<file path="src/hdl/okvb_pkg.sv">
// Shared types and constants of the ordered key/value extract buffer.
`default_nettype none

package okvb_pkg;

    localparam int unsigned DEPTH_DEFAULT = 16;
    localparam int unsigned KEY_W         = 32;
    localparam int unsigned VAL_W         = 32;

    typedef enum logic {
        MODE_INSERT  = 1'b0,
        MODE_EXTRACT = 1'b1
    } mode_t;

    typedef enum logic [1:0] {
        ST_OK        = 2'd0,
        ST_EMPTY     = 2'd1,
        ST_NOT_FOUND = 2'd2,
        ST_FULL      = 2'd3
    } status_t;

    // Per-cell control from the sequencer.
    typedef struct packed {
        logic occ;    // cell holds a live pair
        logic load;   // write the request pair into this cell
        logic shift;  // extract commits: cells at or after the hit take the neighbor
    } cell_ctrl_t;

endpackage

`default_nettype wire

</file>
<file path="src/hdl/okvb_cell.sv">
// One storage cell of the key/value chain: compare, priority pass-down, load and shift.
`default_nettype none

module okvb_cell
    import okvb_pkg::*;
(
    input  wire logic                     aclk,
    input  wire cell_ctrl_t               ctrl,
    input  wire logic signed [KEY_W-1:0]  req_key,
    input  wire logic signed [VAL_W-1:0]  req_value,
    input  wire logic signed [KEY_W-1:0]  nb_key,
    input  wire logic signed [VAL_W-1:0]  nb_value,
    input  wire logic                     seen_in,
    input  wire logic        [VAL_W-1:0]  acc_in,
    output logic                          seen_out,
    output logic             [VAL_W-1:0]  acc_out,
    output logic signed      [KEY_W-1:0]  key_out,
    output logic signed      [VAL_W-1:0]  value_out
);

    logic signed [KEY_W-1:0] key_reg;
    logic signed [VAL_W-1:0] value_reg;
    logic                    hit;
    logic                    take;

    assign hit      = ctrl.occ && (key_reg == req_key);
    assign take     = hit && !seen_in;
    assign seen_out = seen_in || hit;
    assign acc_out  = acc_in | (take ? VAL_W'(value_reg) : '0);
    assign key_out   = key_reg;
    assign value_out = value_reg;

    always_ff @(posedge aclk) begin
        if (ctrl.shift && seen_out) begin
            key_reg   <= nb_key;
            value_reg <= nb_value;
        end else if (ctrl.load) begin
            key_reg   <= req_key;
            value_reg <= req_value;
        end
    end

endmodule

`default_nettype wire

</file>
<file path="src/hdl/ordered_key_value_extract_buffer.sv">
// Top level of the ordered key/value extract buffer.
`default_nettype none
// Usage:
//   Requests enter on the s_ stream: s_tuser[0] selects insert (0) or extract (1),
//   s_tdata carries key and value. Each request yields exactly one response on the
//   m_ stream with the extracted value and a status code.
//   Insert appends the pair at the young end, or answers full at DEPTH pairs.
//   Extract searches from the oldest pair, returns the first matching value and
//   removes that pair; younger pairs move down one cell, keeping their order.
//   Flow: a request is captured into the request registers; then every cell compares
//   its key, the hit travels down the cell chain as a priority flag, the value
//   is gathered, the chain shifts and the response register loads. Only one
//   request is in flight at a time.
//   Stall: a pending response holds in the response register while m_tready is low;
//   a captured request waits for it, and s_tready stays low until that request commits.
//   Reset (aresetn low, synchronous) empties the buffer at once and drops any
//   pending response; no clearing pass runs.

module ordered_key_value_extract_buffer
    import okvb_pkg::*;
#(
    parameter int unsigned DEPTH = DEPTH_DEFAULT
) (
    input  wire logic        aclk,
    input  wire logic        aresetn,
    input  wire logic        s_tvalid,
    output logic             s_tready,
    input  wire logic [63:0] s_tdata,   // [31:0] key, [63:32] value
    input  wire logic [0:0]  s_tuser,   // [0] mode
    output logic             m_tvalid,
    input  wire logic        m_tready,
    output logic [39:0]      m_tdata    // [31:0] result_value, [33:32] status, [39:34] zero
);

    localparam int unsigned CW = $clog2(DEPTH + 1);

    typedef enum logic [1:0] {
        S_IDLE = 2'b01,
        S_SRCH = 2'b10
    } fsm_t;

    fsm_t                    state_reg, state_next;
    logic [CW-1:0]           count_reg, count_next;
    mode_t                   req_mode_reg;
    logic signed [KEY_W-1:0] req_key_reg;
    logic signed [VAL_W-1:0] req_value_reg;
    logic                    m_tvalid_reg, m_tvalid_next;
    logic [39:0]             m_tdata_reg, m_tdata_next;

    logic                    accept;
    logic                    commit;
    logic                    is_ext;
    logic                    full;
    logic                    empty;
    logic                    found;
    status_t                 status;
    logic [VAL_W-1:0]        result;

    // Chain wiring: index i feeds cell i, index DEPTH is the chain's far end.
    logic                    seen  [DEPTH+1];
    logic [VAL_W-1:0]        acc   [DEPTH+1];
    logic signed [KEY_W-1:0] ckey  [DEPTH];
    logic signed [VAL_W-1:0] cval  [DEPTH];
    logic signed [KEY_W-1:0] nbkey [DEPTH];
    logic signed [VAL_W-1:0] nbval [DEPTH];
    cell_ctrl_t              ctrl  [DEPTH];

    assign accept = s_tvalid && s_tready;
    assign commit = (state_reg == S_SRCH) && (!m_tvalid_reg || m_tready);
    assign is_ext = (req_mode_reg == MODE_EXTRACT);
    assign full   = (count_reg == CW'(DEPTH));
    assign empty  = (count_reg == '0);

    assign seen[0] = 1'b0;
    assign acc[0]  = '0;
    assign found   = seen[DEPTH];

    genvar gi;
    generate
        for (gi = 0; gi < DEPTH; gi++) begin : g_cell
            // Cells at or above the count hold no live pair.
            assign ctrl[gi].occ   = (CW'(gi) < count_reg);
            assign ctrl[gi].load  = commit && !is_ext && !full && (CW'(gi) == count_reg);
            assign ctrl[gi].shift = commit && is_ext;

            if (gi == DEPTH - 1) begin : g_end
                assign nbkey[gi] = '0;
                assign nbval[gi] = '0;
            end else begin : g_mid
                assign nbkey[gi] = ckey[gi+1];
                assign nbval[gi] = cval[gi+1];
            end

            okvb_cell u_cell (
                .aclk      (aclk),
                .ctrl      (ctrl[gi]),
                .req_key   (req_key_reg),
                .req_value (req_value_reg),
                .nb_key    (nbkey[gi]),
                .nb_value  (nbval[gi]),
                .seen_in   (seen[gi]),
                .acc_in    (acc[gi]),
                .seen_out  (seen[gi+1]),
                .acc_out   (acc[gi+1]),
                .key_out   (ckey[gi]),
                .value_out (cval[gi])
            );
        end
    endgenerate

    // Response for the request under search.
    always_comb begin
        result = '0;
        if (!is_ext) begin
            status = full ? ST_FULL : ST_OK;
        end else if (empty) begin
            status = ST_EMPTY;
        end else if (found) begin
            status = ST_OK;
            result = acc[DEPTH];
        end else begin
            status = ST_NOT_FOUND;
        end
    end

    always_comb begin
        state_next    = state_reg;
        count_next    = count_reg;
        m_tvalid_next = m_tvalid_reg;
        m_tdata_next  = m_tdata_reg;
        if (m_tready) begin
            m_tvalid_next = 1'b0;
        end
        unique case (state_reg)
            S_IDLE: begin
                if (accept) begin
                    state_next = S_SRCH;
                end
            end
            S_SRCH: begin
                if (commit) begin
                    state_next    = S_IDLE;
                    m_tvalid_next = 1'b1;
                    m_tdata_next  = {6'd0, 2'(status), result};
                    if (!is_ext && !full) begin
                        count_next = count_reg + CW'(1);
                    end else if (is_ext && found) begin
                        count_next = count_reg - CW'(1);
                    end
                end
            end
            default: begin
                state_next = S_IDLE;
            end
        endcase
    end

    always_ff @(posedge aclk) begin
        if (!aresetn) begin
            state_reg    <= S_IDLE;
            count_reg    <= '0;
            m_tvalid_reg <= 1'b0;
        end else begin
            state_reg    <= state_next;
            count_reg    <= count_next;
            m_tvalid_reg <= m_tvalid_next;
        end
    end

    // Hold request and response payload; no reset needed.
    always_ff @(posedge aclk) begin
        if (accept) begin
            req_mode_reg  <= mode_t'(s_tuser[0]);
            req_key_reg   <= s_tdata[31:0];
            req_value_reg <= s_tdata[63:32];
        end
        m_tdata_reg <= m_tdata_next;
    end

    assign s_tready = (state_reg == S_IDLE);
    assign m_tvalid = m_tvalid_reg;
    assign m_tdata  = m_tdata_reg;

endmodule

`default_nettype wire

</file>
<file path="config.mk">
export PLATFORM = sky130hd
export DESIGN_NAME = ordered_key_value_extract_buffer
export DESIGN_NICKNAME = d
export VERILOG_FILES = /design/src/hdl/okvb_pkg.sv /design/src/hdl/okvb_cell.sv /design/src/hdl/ordered_key_value_extract_buffer.sv
export SDC_FILE = /design/constraint.sdc
export NUM_CORES = 2
export LEC_CHECK = 0
export BUFFER_PORTS_ARGS = -buffer_cell sky130_fd_sc_hd__buf_2
export CAP_MARGIN = 20
export CORE_UTILIZATION = 50
export CTS_CLUSTER_DIAMETER = 120
export DETAILED_ROUTE_END_ITERATION = 6
export MAX_ROUTING_LAYER = met4
export PLACE_DENSITY_LB_ADDON = 0.2
export SETUP_SLACK_MARGIN = 0.05
export SYNTH_ARGS = -nofsm -noshare
export SYNTH_HDL_FRONTEND = slang
export SYNTH_SLANG_ARGS = --single-unit
</file>
<file path="constraint.sdc">
create_clock -name aclk -period 13.21 [get_ports aclk]
set_clock_uncertainty 0.15 [all_clocks]
set_input_delay 3.963 -clock aclk [delete_from_list [all_inputs] [get_ports aclk]]
set_output_delay 3.963 -clock aclk [all_outputs]
set_load 0.05 [all_outputs]
</file>
Word level (Yosys, flattened, before mapping)
Cells that the tools add are included.

$add $sub $neg: 2. Multiply operators: 0. Divide/modulo/power cells: 0. Magnitude comparators: 16. Eq/ne operators: 36. Shifts and indexed selects: 0. Muxes and demuxes: 88. Bitwise operators: 17. Reductions and logical operators: 125.

Operators with widths (count): $mux 32 (76); $eq 32x32->1 (16); $or 32x32->32 (15); $logic_and 1x1->1 (70); $eq 4x5->1 const A (8); $lt 4x5->1 const A (8); $reduce_bool 2->1 (16); $eq 3x5->1 const A (4); $lt 3x5->1 const A (4); $logic_not 1->1 (18); $logic_or 1x1->1 (16); $mux 2 (6); $eq 2x5->1 const A (2); $lt 1x5->1 const A (2); $lt 2x5->1 const A (2); $mux 5 (2); $add 5x1->5 const B (1); $eq 1x5->1 const A (1); $eq 5x5->1 const B (1); $logic_not 5->1 (1); $sub 5x1->5 const B (1); $pmux 2 s2 (1); $reduce_and 2->1 (2); $mux 1 (3); other kinds (7) (8).

Bits in registers: 1131. Latch bits: 0. Memory bits (writable): 0. Memory bits (read-only): 0. Input port bits: 69. Output and inout bits: 42. Word-level logic and storage cells: 324. Memories kept: 0.

Depth between registers and ports, before layout
Depth after elaboration: 20. Depth in mapped cells: 15. Depth with buffers taken out: 10.

Hierarchy
A second synthesis with hierarchy kept.

Cells, all modules: 4193. Area, all modules: 63110.5 µm².

By module, submodules not included: okvb_cell (instances 16, cells an instance 246, area an instance 3689.8 µm², sequential area each 1921.8 µm²); ordered_key_value_extract_buffer (instances 1, cells an instance 257, area an instance 4073.9 µm², sequential area each 3133.0 µm²).

Least setup slack after synthesis
Ideal clock, no wire load.

Kind: input port to flip-flop. From: input m_tready. To: register g_cell[5].u_cell.key_reg[0], enable pin. Library setup time: 0.585 ns. Arrival: 11.691 ns. Data required time: 12.475 ns. Path slack: 0.785 ns. Stages: 5. Path buffers: 0. Cells stage by stage: nand2b_1 -> nor2b_1 -> nand2_1 -> or4b_2 -> o32ai_1.

Cells in the longest elaborated chain, start to end: 6. Elaborated cells between the ends (all ways): 8. Classes of those cells: reduce/logical: 8.

RTL lines: from (decl) (line ordered_key_value_extract_buffer.sv:31) `input wire logic m_tready,`; $logic_or 1x1->1 (*) (line ordered_key_value_extract_buffer.sv:69) `assign commit = (state_reg == S_SRCH) && (!m_tvalid_reg || m_tready);`; $logic_and 1x1->1 (*) (line ordered_key_value_extract_buffer.sv:69); $logic_and 1x1->1 (3 in series) (line ordered_key_value_extract_buffer.sv:83) `assign ctrl[gi].load = commit && !is_ext && !full && (CW'(gi) == count_reg);`; $reduce_bool 2->1 (no source line) (*); to (signal assigned) (line okvb_cell.sv:35) `key_reg <= nb_key;`; to (signal assigned) (line okvb_cell.sv:38) `key_reg <= req_key;`; to (decl) (line okvb_cell.sv:21) `logic signed [KEY_W-1:0] key_reg;`.

Mark *: on every way between the ends. The rest lies on a longest branch, timed or not. A chain may end at the register's enable or synchronous reset.

Final worst setup path
From: input m_tready. To: register g_cell[12].u_cell.key_reg[30] (data pin).

Cells in the longest elaborated chain, start to end: 5.

RTL lines: $logic_or 1x1->1 (line ordered_key_value_extract_buffer.sv:69); $logic_and 1x1->1 (line ordered_key_value_extract_buffer.sv:69); $logic_and 1x1->1 (line ordered_key_value_extract_buffer.sv:84) `assign ctrl[gi].shift = commit && is_ext;`; $logic_and 1x1->1 (line okvb_cell.sv:34) `if (ctrl.shift && seen_out) begin`; $mux 32 (line okvb_cell.sv:34); to (signal assigned) (line okvb_cell.sv:35); to (signal assigned) (line okvb_cell.sv:38); to (decl) (line okvb_cell.sv:21).

Every way passes these cells.

==> reports/summary.md <==
Net switching is 21.7% of the power. The checks that failed: DRC. STA classifies the critical path startpoint as a primary input.

The primary flip-flop cell chosen by synthesis mapping was edfxtp_1. The leakage power of the design is 0.0211 µW. Most area-hungry cell type in the Yosys netlist: edfxtp_1. The shortest clock period the worst path allows after layout came out at 7.51 ns.

111 I/O pins were placed. Counting every instance in the synthesized netlist gives 4062. Total track usage: 27.9%.

The internal portion of total power is 6050 µW, and the slew at the pin closest to its max-slew limit is 1.20 ns. The library cell contributing the largest single delay on the critical path was nor2_4. The clock reaches the later pin of the worst-skew pair after 0.72 ns.

The critical path goes through buf_2 > nand2b_1 > nor2b_4 > buf_4 > nand2_1 > nor2_4 > buf_4 > mux2_2. The H-tree was split into 3 levels. Of all flip-flops after synthesis, the portion carrying an async set or reset was 0%.

The number of hold violations in the final report is 0, and the initial core utilization is 50.5%. By area the synthesized netlist is led by edfxtp_1 (56%), mux2_2 (18%), xor2_1 (4.6%). The run gives 11 as the count of unresolved DRC violations after routing. The tools report the final setup violation count as 0.

The detailed router finished its first iteration with 3664 violations. STA classifies the critical path endpoint as a flop. The layer with the highest usage after global routing was met2. In the final layout, the multi-input gates occupy 0.0220 mm². The power share of the sequential group was 51.4%; the part of the power in the clock network was 43.6%. The worst-case IR drop observed on VDD is 0.116 mV. The core box area is 0.112 mm². For the first-pass GRT wire length, the log shows 232000 µm. The die is 339 µm wide. In the global route stage, met3 resource usage came out at 5.53%. The worst pin sits at a relative slew slack of 19.7%. The met2 routing resource usage after global routing was 42.3%. The total setup buffers inserted after CTS is 0, and the count of hold-fix buffers inserted at cts is 0. The average via count per standard cell is 6.13, and the total negative slack is 0 ns.

The run gives 121 as the number of clock buffers inserted by TritonCTS. The buffer and inverter count on the worst path is 3. The final route contains 34400 vias. Counting flops and latches in the post-synthesis netlist gives 1131. In the final design database the tool counted 4074 nets. The clock net in this run drives a total of 1131 sinks. The via count of the first global-routing pass was 34200. For the synthesized cell area, the log shows 0.0568 mm². The kind of cell adding the most delay to the critical path was simple AND/OR/NAND/NOR gates. Of the synthesized area, sequential elements account for 58.5%. The die is 339 µm tall.

The delay of the slowest critical-path stage came out at 1.04 ns. Setup repair after global routing left no endpoint under its margin. The floorplan step defined a die boundary enclosing 0.115 mm². Clock tree synthesis selected as its root buffer the cell clkbuf_16. The completed layout was analyzed and its total power is 7730 µW. Before antenna repair, the detailed router went through 7 iterations. The class of the most critical setup path is in -> reg.

The data arrival time at the worst-slack endpoint is 7.82 ns, and the max-capacitance violation count is 0. Dividing the detail-routed wire length by the instance count gives 28.1 µm. The data required time at the worst endpoint was 13.52 ns; the initial antenna violation count was 1. Gates resized during post-CTS repair numbered 0. The synthesized design contains 1059 enable-type register cells. Of all nets on the critical path, the largest fanout is 42. The count of pins over their slew limit was 0; the filler cell count was 9113. The cell that appears most often on the critical path is buf_4. The share of layout cells above drive strength 1 was 33.7%; the total number of placement rows was 123. The overall routed net length was 157000 µm; the final estimated routing congestion in global placement was 0.849. The number of library cell types mapped by synthesis is 56.

For this run, the top clock speed supported by timing is 133 MHz. The library cells used most frequently in the layout, excluding fill and tap cells, are edfxtp_1 (1059), mux2_2 (930), xor2_1 (301). The total overflow reported by the global router was 0; the storage element area was 0.0332 mm². A synthesized cell averages 14.0 µm². After synthesis, the largest area contributor takes up 56.0% of total cell area. The number of warnings issued by yosys was 0. Leaving out fill and tap cells, the most frequent cell in the layout is edfxtp_1. In this run the power density over the cells is 124 mW/mm². For met1 alone, demand over resource in global routing was 38.0%. Port buffering added 104 buffers. Clock-pin slew was measured on the worst setup and hold paths at 0.06 ns. Counting along the longest clock path gives a buffer depth of 3. In this run the worst hold path is classified as reg -> reg. The run finished, with violations left.

Once detail routing completed, the nets flagged for antenna violations numbered 0. The area added between synthesis and finish works out to 9.97%. The largest net degree at the start of global routing was 70. TritonCTS built the clock tree.

The post-route fraction of the period consumed by the critical path is 56.9%. Combinational logic is responsible for 5.0% of the overall power. Summed over all nets, the half-perimeter wirelength after detailed placement is 96400 µm. In this run the power spent charging and discharging nets is 1680 µW.
==> per-layer routing <==
metal / routed length, µm / share of wire [%]
met1: 66800 / 42
met2: 71600 / 46
met3: 14000 / 8.9
met5: 0 / 0
met4: 4930 / 3.1
==> synth_stat cells, drive strengths merged (2+ instances only) <==
library cell	instances
edfxtp	1059
mux2	930
xor2	301
xnor2	214
clkbuf	203
nand2	191
buf	186
nor2	121
nor4	86
nand4	73
dfxtp	72
mux2i	69
a22o	64
a222oi	60
a31oi	56
o21ai	43
nor3	39
a21oi	37
inv	34
o22ai	31
o31ai	31
nand3	30
a2111oi	18
a211oi	14
o32ai	14
a31o	13
a21o	11
and2	7
and3	6
nand2b	6
nor2b	6
a41oi	5
ha	5
or3	5
or4	4
and4	2
nor3b	2
o21a	2
or4b	2
==> cell families (layout without fill, tap and decap cells) <==
family	count (synthesis)	after routing	synth area share, %
XOR/XNOR	515	515	7.94
AND/OR/NAND/NOR	583	583	4.99
other	1	7	0.00660
flip-flops	1131	1131	58.5
buffers and inverters	423	465	3.42
adder cells (fa/ha/maj)	5	5	0.110
AO/OA/AOI/OAI	405	405	5.34
multiplexers	999	999	19.7
==> through the flow <==
stage	cell area, µm²	hold WS (ns)	std cells	util (%)	worst slack, ns
floorplan	56800	0.332	4067	-	0.785
global placement	58500	0.353	5374	52.0	5.08
detailed placement	58500	0.363	5374	52.0	5.01
CTS	62400	0.381	5606	55.4	5.78
global route	62400	0.415	5609	55.5	5.60
finish	62400	0.387	5610	55.5	5.70
==> power groups by stage <==
| stage | sequential (µW) | combinational [µW] | clock (µW) |
|---|---|---|---|
| finish | 3980 | 388 | 3370 |
| global route | 3980 | 418 | 3540 |
| CTS | 3970 | 388 | 3410 |
| detailed placement | 4050 | 385 | 0 |
| global placement | 4050 | 377 | 0 |
| floorplan | 4020 | 309 | 0 |
==> path summary, 6_finish.rpt <==
kind | to | cells after the start | slack (ns) | start
worst max-delay path | g_cell[12].u_cell.key_out[30] | 8 | 5.70 | m_tready
worst min-delay path | g_cell[15].u_cell.value_out[17] | 2 | 0.39 | g_cell[15].u_cell.value_out[17]
worst max register to register | g_cell[10].u_cell.key_out[6] | 13 | 6.30 | req_key_reg[22]
worst min register to register | g_cell[15].u_cell.value_out[17] | 2 | 0.39 | g_cell[15].u_cell.value_out[17]
==> worst min-delay path: cells and delay by family, from the launching register on <==
| kind | cells | cell delay (ns) |
|---|---|---|
| flops | 1 | 0.35 |
| mux | 1 | 0.08 |
| simple gates | 1 | 0.07 |
==> cell type report <==
type	instances	area share (%)
Inverter	34	0.204
Clock buffer	175	5.45
Timing Repair Buffer	199	2.07
Multi-Input combinational cell	2513	35.2
Antenna cell	1	0.00401
Sequential cell	1131	53.2
Clock inverter	57	0.811
Tap cell	1500	3.01
(Power assumes the default switching activity.)
